### config.mk
export PLATFORM = sky130hd
export DESIGN_NAME = euclidean_distance
export DESIGN_NICKNAME = d
export VERILOG_FILES = /design/src/rtl/ed_pkg.sv /design/src/rtl/ed_accum.sv /design/src/rtl/ed_sqrt.sv /design/src/rtl/euclidean_distance.sv
export SDC_FILE = /design/constraint.sdc
export NUM_CORES = 1
export LEC_CHECK = 0
export ABC_AREA = 1
export BUFFER_PORTS_ARGS = -buffer_cell sky130_fd_sc_hd__buf_2
export CORE_MARGIN = 2
export CORE_UTILIZATION = 50
export DETAILED_ROUTE_END_ITERATION = 10
export GPL_TIMING_DRIVEN = 0
export MAX_ROUTING_LAYER = met4
export PLACE_DENSITY_LB_ADDON = 0.15
export SETUP_SLACK_MARGIN = 0.15
export SYNTH_ARGS = -nofsm -noshare
export SYNTH_HDL_FRONTEND = slang
export SYNTH_HIERARCHICAL = 1
export SYNTH_SLANG_ARGS = --single-unit
### constraint.sdc
create_clock -name clk -period 3.3 [get_ports clk]
set_clock_uncertainty 0.1 [all_clocks]
set_input_delay 0.495 -clock clk [delete_from_list [all_inputs] [get_ports clk]]
set_output_delay 0.495 -clock clk [all_outputs]
set_load 0.05 [all_outputs]
### src/rtl/ed_pkg.sv
`timescale 1ns / 1ps

package ed_pkg;

    localparam int ELEM_WIDTH = 16;
    localparam int SQ_W       = 2 * ELEM_WIDTH;
    localparam int SUM_W      = 44;
    localparam int DIST_W     = SUM_W / 2;
    localparam int REM_W      = DIST_W + 1;
    localparam int STEP_W     = $clog2(DIST_W);

    localparam logic [SUM_W-1:0]  SUM_MAX    = {SUM_W{1'b1}};
    localparam logic [STEP_W-1:0] LAST_STEP  = STEP_W'(DIST_W - 1);

    // Control from the sequencer to the accumulator
    typedef struct packed {
        logic load;   // register the square of a newly transferred pair
        logic add;    // add the registered square into the sum
        logic clear;  // restart the sum for the next vector
    } acc_ctrl_t;

endpackage

### src/rtl/ed_accum.sv
`timescale 1ns / 1ps

module ed_accum
    import ed_pkg::*;
(
    input  logic                         clk,
    input  logic                         rst_n,
    input  acc_ctrl_t                    ctrl,
    input  logic signed [ELEM_WIDTH-1:0] elem_a,
    input  logic signed [ELEM_WIDTH-1:0] elem_b,
    output logic        [SUM_W-1:0]      sum,
    output logic                         overflowed
);

    logic signed [ELEM_WIDTH:0] diff;
    logic        [ELEM_WIDTH:0] mag_full;
    logic [ELEM_WIDTH-1:0]      mag;
    logic [SQ_W-1:0]            sq_reg;
    logic [SUM_W-1:0]           sum_reg;
    logic [SUM_W-1:0]           sum_next;
    logic                       ovf_reg;
    logic                       ovf_next;
    logic [SUM_W:0]             sum_wide;

    // |a - b| never exceeds 2^16 - 1, so its square fits 32 bits
    assign diff     = {elem_a[ELEM_WIDTH-1], elem_a} - {elem_b[ELEM_WIDTH-1], elem_b};
    assign mag_full = diff[ELEM_WIDTH] ? (~diff + 1'b1) : diff;
    assign mag      = mag_full[ELEM_WIDTH-1:0];

    always_ff @(posedge clk)
    begin
        if (ctrl.load)
        begin
            sq_reg <= SQ_W'(mag) * SQ_W'(mag);
        end
    end

    assign sum_wide = {1'b0, sum_reg} + {{(SUM_W + 1 - SQ_W){1'b0}}, sq_reg};

    always_comb
    begin
        sum_next = sum_reg;
        ovf_next = ovf_reg;
        if (ctrl.clear)
        begin
            sum_next = '0;
            ovf_next = 1'b0;
        end
        else if (ctrl.add)
        begin
            // saturate on carry out of the sum
            if (sum_wide[SUM_W])
            begin
                sum_next = SUM_MAX;
                ovf_next = 1'b1;
            end
            else
            begin
                sum_next = sum_wide[SUM_W-1:0];
            end
        end
    end

    always_ff @(posedge clk or negedge rst_n)
    begin
        if (!rst_n)
        begin
            sum_reg <= '0;
            ovf_reg <= 1'b0;
        end
        else
        begin
            sum_reg <= sum_next;
            ovf_reg <= ovf_next;
        end
    end

    assign sum        = sum_reg;
    assign overflowed = ovf_reg;

endmodule

### src/rtl/ed_sqrt.sv
`timescale 1ns / 1ps

module ed_sqrt
    import ed_pkg::*;
(
    input  logic              clk,
    input  logic              rst_n,
    input  logic              start,
    input  logic [SUM_W-1:0]  radicand,
    output logic              busy,
    output logic [DIST_W-1:0] root
);

    logic [SUM_W-1:0]  rad_reg;
    logic [REM_W-1:0]  rem_reg;
    logic [DIST_W-1:0] root_reg;
    logic [STEP_W-1:0] step_reg;
    logic              busy_reg;

    logic [REM_W+1:0]  rem_shift;
    logic [REM_W+1:0]  trial;
    logic [REM_W+1:0]  rem_diff;
    logic              fits;

    // One result bit per cycle: bring down two radicand bits, try 4*root + 1
    assign rem_shift = {rem_reg, rad_reg[SUM_W-1 -: 2]};
    assign trial     = {1'b0, root_reg, 2'b01};
    assign fits      = (rem_shift >= trial);
    assign rem_diff  = rem_shift - trial;

    always_ff @(posedge clk)
    begin
        if (start)
        begin
            rad_reg  <= radicand;
            rem_reg  <= '0;
            root_reg <= '0;
        end
        else if (busy_reg)
        begin
            rad_reg  <= {rad_reg[SUM_W-3:0], 2'b00};
            rem_reg  <= fits ? rem_diff[REM_W-1:0] : rem_shift[REM_W-1:0];
            root_reg <= {root_reg[DIST_W-2:0], fits};
        end
    end

    always_ff @(posedge clk or negedge rst_n)
    begin
        if (!rst_n)
        begin
            busy_reg <= 1'b0;
            step_reg <= '0;
        end
        else if (start)
        begin
            busy_reg <= 1'b1;
            step_reg <= LAST_STEP;
        end
        else if (busy_reg)
        begin
            step_reg <= step_reg - 1'b1;
            if (step_reg == '0)
            begin
                busy_reg <= 1'b0;
            end
        end
    end

    assign busy = busy_reg;
    assign root = root_reg;

endmodule

### src/rtl/euclidean_distance.sv
// Flow: a pair without tlast has its square added in the ADD state, after which
// s_tready is high again; a pair with tlast then passes START and ROOT, and its
// distance is loaded into the output once the root is done and m_tvalid is low.
// No pair is taken until then; the 22-step root unit makes one bit per cycle.
// Reset: rst_n is asynchronous and active low; it clears the sum, the sticky
// saturation flag, the sequencer and the output valid.
`timescale 1ns / 1ps

module euclidean_distance
    import ed_pkg::*;
(
    input  logic        clk,
    input  logic        rst_n,
    input  logic        s_tvalid,
    output logic        s_tready,
    input  logic [31:0] s_tdata,   // [15:0] elem_a, [31:16] elem_b
    input  logic        s_tlast,   // last
    output logic        m_tvalid,
    input  logic        m_tready,
    output logic [23:0] m_tdata,   // [21:0] distance, [23:22] zero
    output logic        m_tuser    // saturated
);

    localparam logic [1:0] ST_IDLE  = 2'd0;
    localparam logic [1:0] ST_ADD   = 2'd1;
    localparam logic [1:0] ST_START = 2'd2;
    localparam logic [1:0] ST_ROOT  = 2'd3;

    logic [1:0]        state_reg;
    logic [1:0]        state_next;
    logic              last_reg;
    logic              sat_reg;
    logic              out_valid_reg;
    logic [DIST_W-1:0] dist_reg;
    logic              out_sat_reg;

    logic              accept;
    logic              load_out;
    acc_ctrl_t         acc_ctrl;
    logic [SUM_W-1:0]  sum;
    logic              overflowed;
    logic              root_busy;
    logic [DIST_W-1:0] root;

    assign s_tready = (state_reg == ST_IDLE);
    assign accept   = s_tvalid && s_tready;
    assign load_out = (state_reg == ST_ROOT) && !root_busy && !out_valid_reg;

    assign acc_ctrl.load  = accept;
    assign acc_ctrl.add   = (state_reg == ST_ADD);
    assign acc_ctrl.clear = (state_reg == ST_START);

    ed_accum u_accum (
        .clk        (clk),
        .rst_n      (rst_n),
        .ctrl       (acc_ctrl),
        .elem_a     (s_tdata[15:0]),
        .elem_b     (s_tdata[31:16]),
        .sum        (sum),
        .overflowed (overflowed)
    );

    ed_sqrt u_sqrt (
        .clk      (clk),
        .rst_n    (rst_n),
        .start    (acc_ctrl.clear),
        .radicand (sum),
        .busy     (root_busy),
        .root     (root)
    );

    always_comb
    begin
        state_next = state_reg;
        case (state_reg)
            ST_IDLE:
            begin
                if (accept)
                begin
                    state_next = ST_ADD;
                end
            end
            ST_ADD:
            begin
                state_next = last_reg ? ST_START : ST_IDLE;
            end
            ST_START:
            begin
                state_next = ST_ROOT;
            end
            ST_ROOT:
            begin
                // hold the root until it is done and the output register is free
                if (load_out)
                begin
                    state_next = ST_IDLE;
                end
            end
            default:
            begin
                state_next = ST_IDLE;
            end
        endcase
    end

    always_ff @(posedge clk or negedge rst_n)
    begin
        if (!rst_n)
        begin
            state_reg     <= ST_IDLE;
            out_valid_reg <= 1'b0;
        end
        else
        begin
            state_reg <= state_next;
            if (m_tvalid && m_tready)
            begin
                out_valid_reg <= 1'b0;
            end
            else if (load_out)
            begin
                out_valid_reg <= 1'b1;
            end
        end
    end

    always_ff @(posedge clk)
    begin
        if (accept)
        begin
            last_reg <= s_tlast;
        end
        if (acc_ctrl.clear)
        begin
            sat_reg <= overflowed;
        end
        if (load_out)
        begin
            dist_reg    <= root;
            out_sat_reg <= sat_reg;
        end
    end

    assign m_tvalid = out_valid_reg;
    assign m_tdata  = {{(24 - DIST_W){1'b0}}, dist_reg};
    assign m_tuser  = out_sat_reg;

endmodule

==> run summary, run 1 <==
Top post-synthesis cells by area: fa_1, edfxtp_1, nand2_1, ha_1, inv_1
Vias in the first global route: 17600
First-pass GRT wire length: 86900 um
Pre-antenna DRT Iters: 6
Normalized max-slew margin: 38.9%
CP Launch Point: s_tdata[0]
Place WS: -4970 ps
Setup WS post-layout: -4030 ps
Placed Cells: 3261
Worst-Margin Slew: 914 ps
Vias after detailed routing: 17400
CTS buffer count: 17
Crit path max fanout: 6
Core box area: 40000 sq um
H-Tree Depth: 4
Count of final hold-check violations: 10
HP Class: in -> async
Setup violators final: 29
Fmax: 136 MHz
Vias per std cell: 5.17
Most used flip-flop cell after synthesis: edfxtp_1
Synth cell count leaders: nand2_1, inv_1, nor2_1, ha_1, fa_1
Area delta synth->final: 18.0%
Die height: 206 um
Max-cap violations: 0
Share of post-route cells with drive strength above 1: 17.8%
Mapped Area: 20400 sq um
Initial Util: 51.0%
Avg Inst Size Synth: 7.63 sq um
Multi-input gate area: 14100 sq um
CTS root buf: clkbuf_16
Fraction of registers with async set/reset: 27.1%
CP dominant cell by count: inv_2
Status: finished with violations
Initial antenna violation count: 0
Slowest stage delay, CP: 580 ps
Critical-path top delay cell: fa_2
EDFF count, synth: 100
# fillers: 3620
Failing checks: hold timing, setup timing
Netlist cell types: 63
Worst-Skew Late Latency: 460 ps
Setup crit start kind: input pin
Hold_ws: -23.4 ps
Synth Instances: 2673
Drt first-iter violations: 1151
Diode count: 0
Crit path time final: 7330 ps
Synth warn: 6
Die W: 206 um
Dpl hpwl: 42900 um
Clock sink total: 199
Register area: 5260 sq um
DRT Wirelength: 53500 um
WP data arrival: 7430 ps
CTS Buffer Depth: 2
Final non-filler cell total: 3375
Required time of the worst setup path: 3400 ps
Clock slew at reported path FFs: 80 ps
CP Capture Type: flip-flop
Synth top area share: 16.2%
Input/output buffers: 61
Post-route DRC: 0
Final Slew Violations: 0
DR WL/cell: 15.8 um
Num rows: 73
Seq cells post-synth: 199
GRT Resource Usage Total: 26.7%
Gr ovfl total: 0
Count leader, synth: nand2_1
Gpl congestion: 0.985
Kind of critical path: in -> reg
R2R Path Start: u_accum/sq_reg[3]
# IOs: 64
RSZ-0062 raised after global routing: yes
Sequential fraction of the synthesis area: 25.8%
CTS tree: done
Post-DRT Antenna Nets: 0
Largest net degree at the start of global routing: 55
Crit share post-route: 222%
Synth area leader: fa_1
Die area: 42400 sq um
Hold-fix buffers, CTS: 0
Final #Nets: 3211
==> area by class of cell <==
cell class              count  share of cell area, %
multi-input cells        1898                   58.5
flip-flops and latches    199                   21.8
inverters                 523                   8.37
repair buffers            144                   4.51
well taps                 525                   2.73
clock buffers              19                   1.80
plain buffers              54                   1.71
clock inverters            13                  0.494
==> logic make-up after synthesis <==
group	Yosys count	share of synthesized area, %
AO/OA/AOI/OAI	279	7.80
XOR/XNOR	78	3.52
adder cells (fa/ha/maj)	337	26.8
other	1	0.0184
flip-flops	199	25.8
multiplexers	1	0.0491
buffers and inverters	577	11.2
AND/OR/NAND/NOR	1201	24.9
==> worst paths after layout <==
kind	to	cells after the start	slack, ps
worst max-delay path	u_accum/sq_reg[28]	41	-4030
worst max register to register	u_accum/sum[21]	13	290
min in group clk	last_reg	1	110
worst min register to register	dist_reg[13]	0	330
worst min-delay path	m_tvalid	1	-20
max in group asynchronous	u_accum/sum[33]	1	2620
==> metrics by stage <==
stage / hold WS, ps / area [sq um] / TNS, ps / util (%)
floorplan: 99.4 / 20800 / -93020 / -
global placement: 312 / 21800 / -170040 / 54.4
detailed placement: 313 / 21800 / -118560 / 54.5
CTS: 92.3 / 23100 / -92150 / 57.8
global route: 59.4 / 24100 / -102390 / 60.1
finish: -23.4 / 24100 / -96220 / 60.1
==> per-layer routing <==
layer	track usage [%]	vias up	wire length (um)	share of wire [%]
met3	2.19	67	2190	4.1
met4	8.06	0	1100	2.1
met2	44.3	418	25500	48
li1	-	8687	-	-
met5	-	-	0	0
met1	35.0	8272	24700	46
==> worst max-delay path: cells and delay by family <==
kind	cells	cell delay, ps
fa+ha+maj	10	3920
buf+inv	15	1170
simple gates	9	790
compound gates	5	690
xor+xnor	2	370
==> layout by cell type, fill, tap and decap left out, types with 45 or more instances in the layout <==
master and instances:
inv_2 55, o21ai_0 81, dfrtp_1 54, nand2_1 725, ha_1 137, nand3_1 96
xor2_1 47, buf_4 65, edfxtp_1 100, dfxtp_1 45, nor2_1 172, buf_2 64
a21oi_1 80, fa_1 149, inv_1 454
==> repair_timing <==
action                     CTS  global route
resized for setup          102           151
setup endpoints to repair   29            58
pin swaps                   63            79
buffers inserted            43            38
cloned                       1             0
Power of run 1 is not shown: default switching activity piles up to over one toggle a cycle in this logic, so the estimate is an artifact.
==> run 2: changes to the inputs <==
CORE_UTILIZATION = 59   (was 50)
==> run 2 against run 1 <==
The flow finishes with violations (setup timing). Critical path depth fell by 3. Setup slack got worse by 32 ps. Count of clock-buffer cells in the layout rose by 2. Sequential cell count did not move. Maximum frequency fell by 0.44%. Die area fell by 15%. Register-to-register slack barely moved. Critical endpoint is now u_accum/sq_reg[29].
==> run summary, run 2 (same netlist as run 1, synthesis figures left out) <==
Status: finished with violations
Failing checks: setup timing
Crit share post-route: 223% (+0.98 points)
CTS buffer count: 17 (unchanged)
Die area: 36100 sq um (-15%)
RSZ-0062 raised after global routing: yes
Die W: 190 um (-7.8%)
DR WL/cell: 16.2 um (+2.4%)
Most frequent standard cell in the layout excluding fill and tap cells: nand2_1
Diode count: 0 (unchanged)
Crit path max fanout: 5 (-1)
Die height: 190 um (-7.8%)
Setup violators final: 29 (unchanged)
Normalized max-slew margin: 13.4% (-26 points)
Design area: 23800 sq um (-1.3%)
Fmax: 136 MHz (-0.44%)
Input/output buffers: 61 (unchanged)
Worst-Margin Slew: 1300 ps (+384 ps)
Max-cap violations: 0 (unchanged)
Setup WS post-layout: -4060 ps (-32.2 ps)
Post-route DRC: 0 (unchanged)
Hold-fix buffers, CTS: 0 (unchanged)
CTS root buf: clkbuf_16
Final Slew Violations: 0 (unchanged)
Dpl hpwl: 42200 um (-1.5%)
Worst-Skew Late Latency: 440 ps (-20 ps)
Clock sink total: 199 (unchanged)
Num rows: 68 (-6.8%)
Largest net degree at the start of global routing: 55 (unchanged)
Required time of the worst setup path: 3390 ps (about the same)
WP data arrival: 7460 ps (+30 ps)
Initial antenna violation count: 0 (unchanged)
Reg2reg path depth: 14 (+1)
Vias per std cell: 5.34 (+3.3%)
Vias after detailed routing: 17600 (+1.1%)
Pre-antenna DRT Iters: 5 (-1)
# fillers: 2777 (-23%)
GRT Resource Usage Total: 31.1% (+4.4 points)
Critical-path top delay cell: fa_2
Final #Nets: 3208 (-0.093%)
Initial Util: 59.5% (+8.5 points)
Post-DRT Antenna Nets: 0 (unchanged)
Flop2flop setup slack: 290 ps (about the same)
Placed inst area: 21700 sq um (-0.40%)
First-pass GRT wire length: 86500 um (-0.42%)
Slowest stage delay, CP: 560 ps (-20 ps)
Share of post-route cells with drive strength above 1: 17.0% (-0.75 points)
CTS tree: done
Kind of critical path: in -> reg
Clock slew at reported path FFs: 70 ps (about the same)
CTS Buffer Depth: 2 (unchanged)
Drt first-iter violations: 1231 (+7.0%)
HP Class: in -> async
R2r endpoint: u_accum/sum[20]
Count of final hold-check violations: 0 (-10)
Gr ovfl total: 0 (unchanged)
H-Tree Depth: 4 (unchanged)
DRT Wirelength: 53600 um (+0.22%)
Gpl congestion: 0.977 (-0.74%)
Setup crit start kind: input pin
Commonest non-fill, non-tap cells in the layout: nand2_1, inv_1, nor2_1
# IOs: 64 (unchanged)
Crit path time final: 7360 ps (+32.2 ps)
Core box area: 34300 sq um (-14%)
Area delta synth->final: 16.5%
CP dominant cell by count: fa_1
R2R Path Start: u_accum/sq_reg[0]
Vias in the first global route: 17600 (+0.23%)
CP Capture Type: flip-flop
==> run 2: cell count changes in the layout (fill, tap and decap cells not counted), sizes merged <==
cell      previous run  this run
buf                170       166
clkbuf              47        50
clkinv               9         6
bufinv               0         1
clkinvlp             2         3
inv                525       524
==> run 2: per-stage QoR <==
| stage | setup TNS, ps | cells | util (%) | worst slack, ps | hold WS, ps |
|---|---|---|---|---|---|
| 4_1_cts | -92450 | 3275 | 67.7 | -3950 | 124 |
| 6_report | -95900 | 3302 | 69.3 | -4060 | 2.62 |
| 2_1_floorplan | -93020 | 2674 | - | -4000 | 99.4 |
| 3_3_place_gp | -152540 | 3190 | 63.3 | -4890 | 311 |
| 5_1_grt | -101440 | 3302 | 69.3 | -4280 | 57.6 |
| 3_5_place_dp | -116320 | 3191 | 63.3 | -4970 | 311 |
==> run 2: routing by layer <==
layer | vias up | global-route usage, % | part of all wire [%]
met4 | 0 | 10.3 | 3.0
met3 | 110 | 3.15 | 5.1
met5 | - | - | 0
met2 | 533 | 51.3 | 48
li1 | 8685 | - | -
met1 | 8306 | 40.5 | 44
==> run 2: what timing repair did <==
action,4_1_cts,5_1_grt
pin swaps,67,51
resized for setup,118,84
endpoints found under the setup margin,29,44
endpoints found under the hold margin,0,0
cloned,0,1
buffers inserted,52,26
==> run 2: area by class of cell <==
class                           instances  area (sq um)  share of cell area, %
Multi-Input combinational cell       1898         13900                   58.7
Sequential cell                       199          5260                   22.1
Inverter                              523          2000                   8.42
Timing Repair Buffer                  141          1020                   4.29
Tap cell                              455           569                   2.40
Clock buffer                           21           462                   1.94
Buffer                                 54           390                   1.64
Clock inverter                         11           115                  0.485
==> run 2: worst max path at each step <==
stage                     startpoint            endpoint  slack [ps]  cells after the start
after floorplan           s_tdata[0]  u_accum/sq_reg[29]       -4000                     36
after global placement    s_tdata[0]  u_accum/sq_reg[31]       -4890                     38
after detailed placement  s_tdata[0]  u_accum/sq_reg[31]       -4970                     38
after CTS                 s_tdata[0]  u_accum/sq_reg[25]       -3950                     37
after global routing      s_tdata[0]  u_accum/sq_reg[29]       -4280                     38
final                     s_tdata[0]  u_accum/sq_reg[29]       -4060                     38
==> run 2: worst max-delay path: cells and delay by family <==
family	cells	cell delay, ps
compound gates	6	770
simple gates	13	1350
xor+xnor	1	110
fa+ha+maj	10	4180
buf+inv	8	550
Power of run 2 is left out for the same reason.
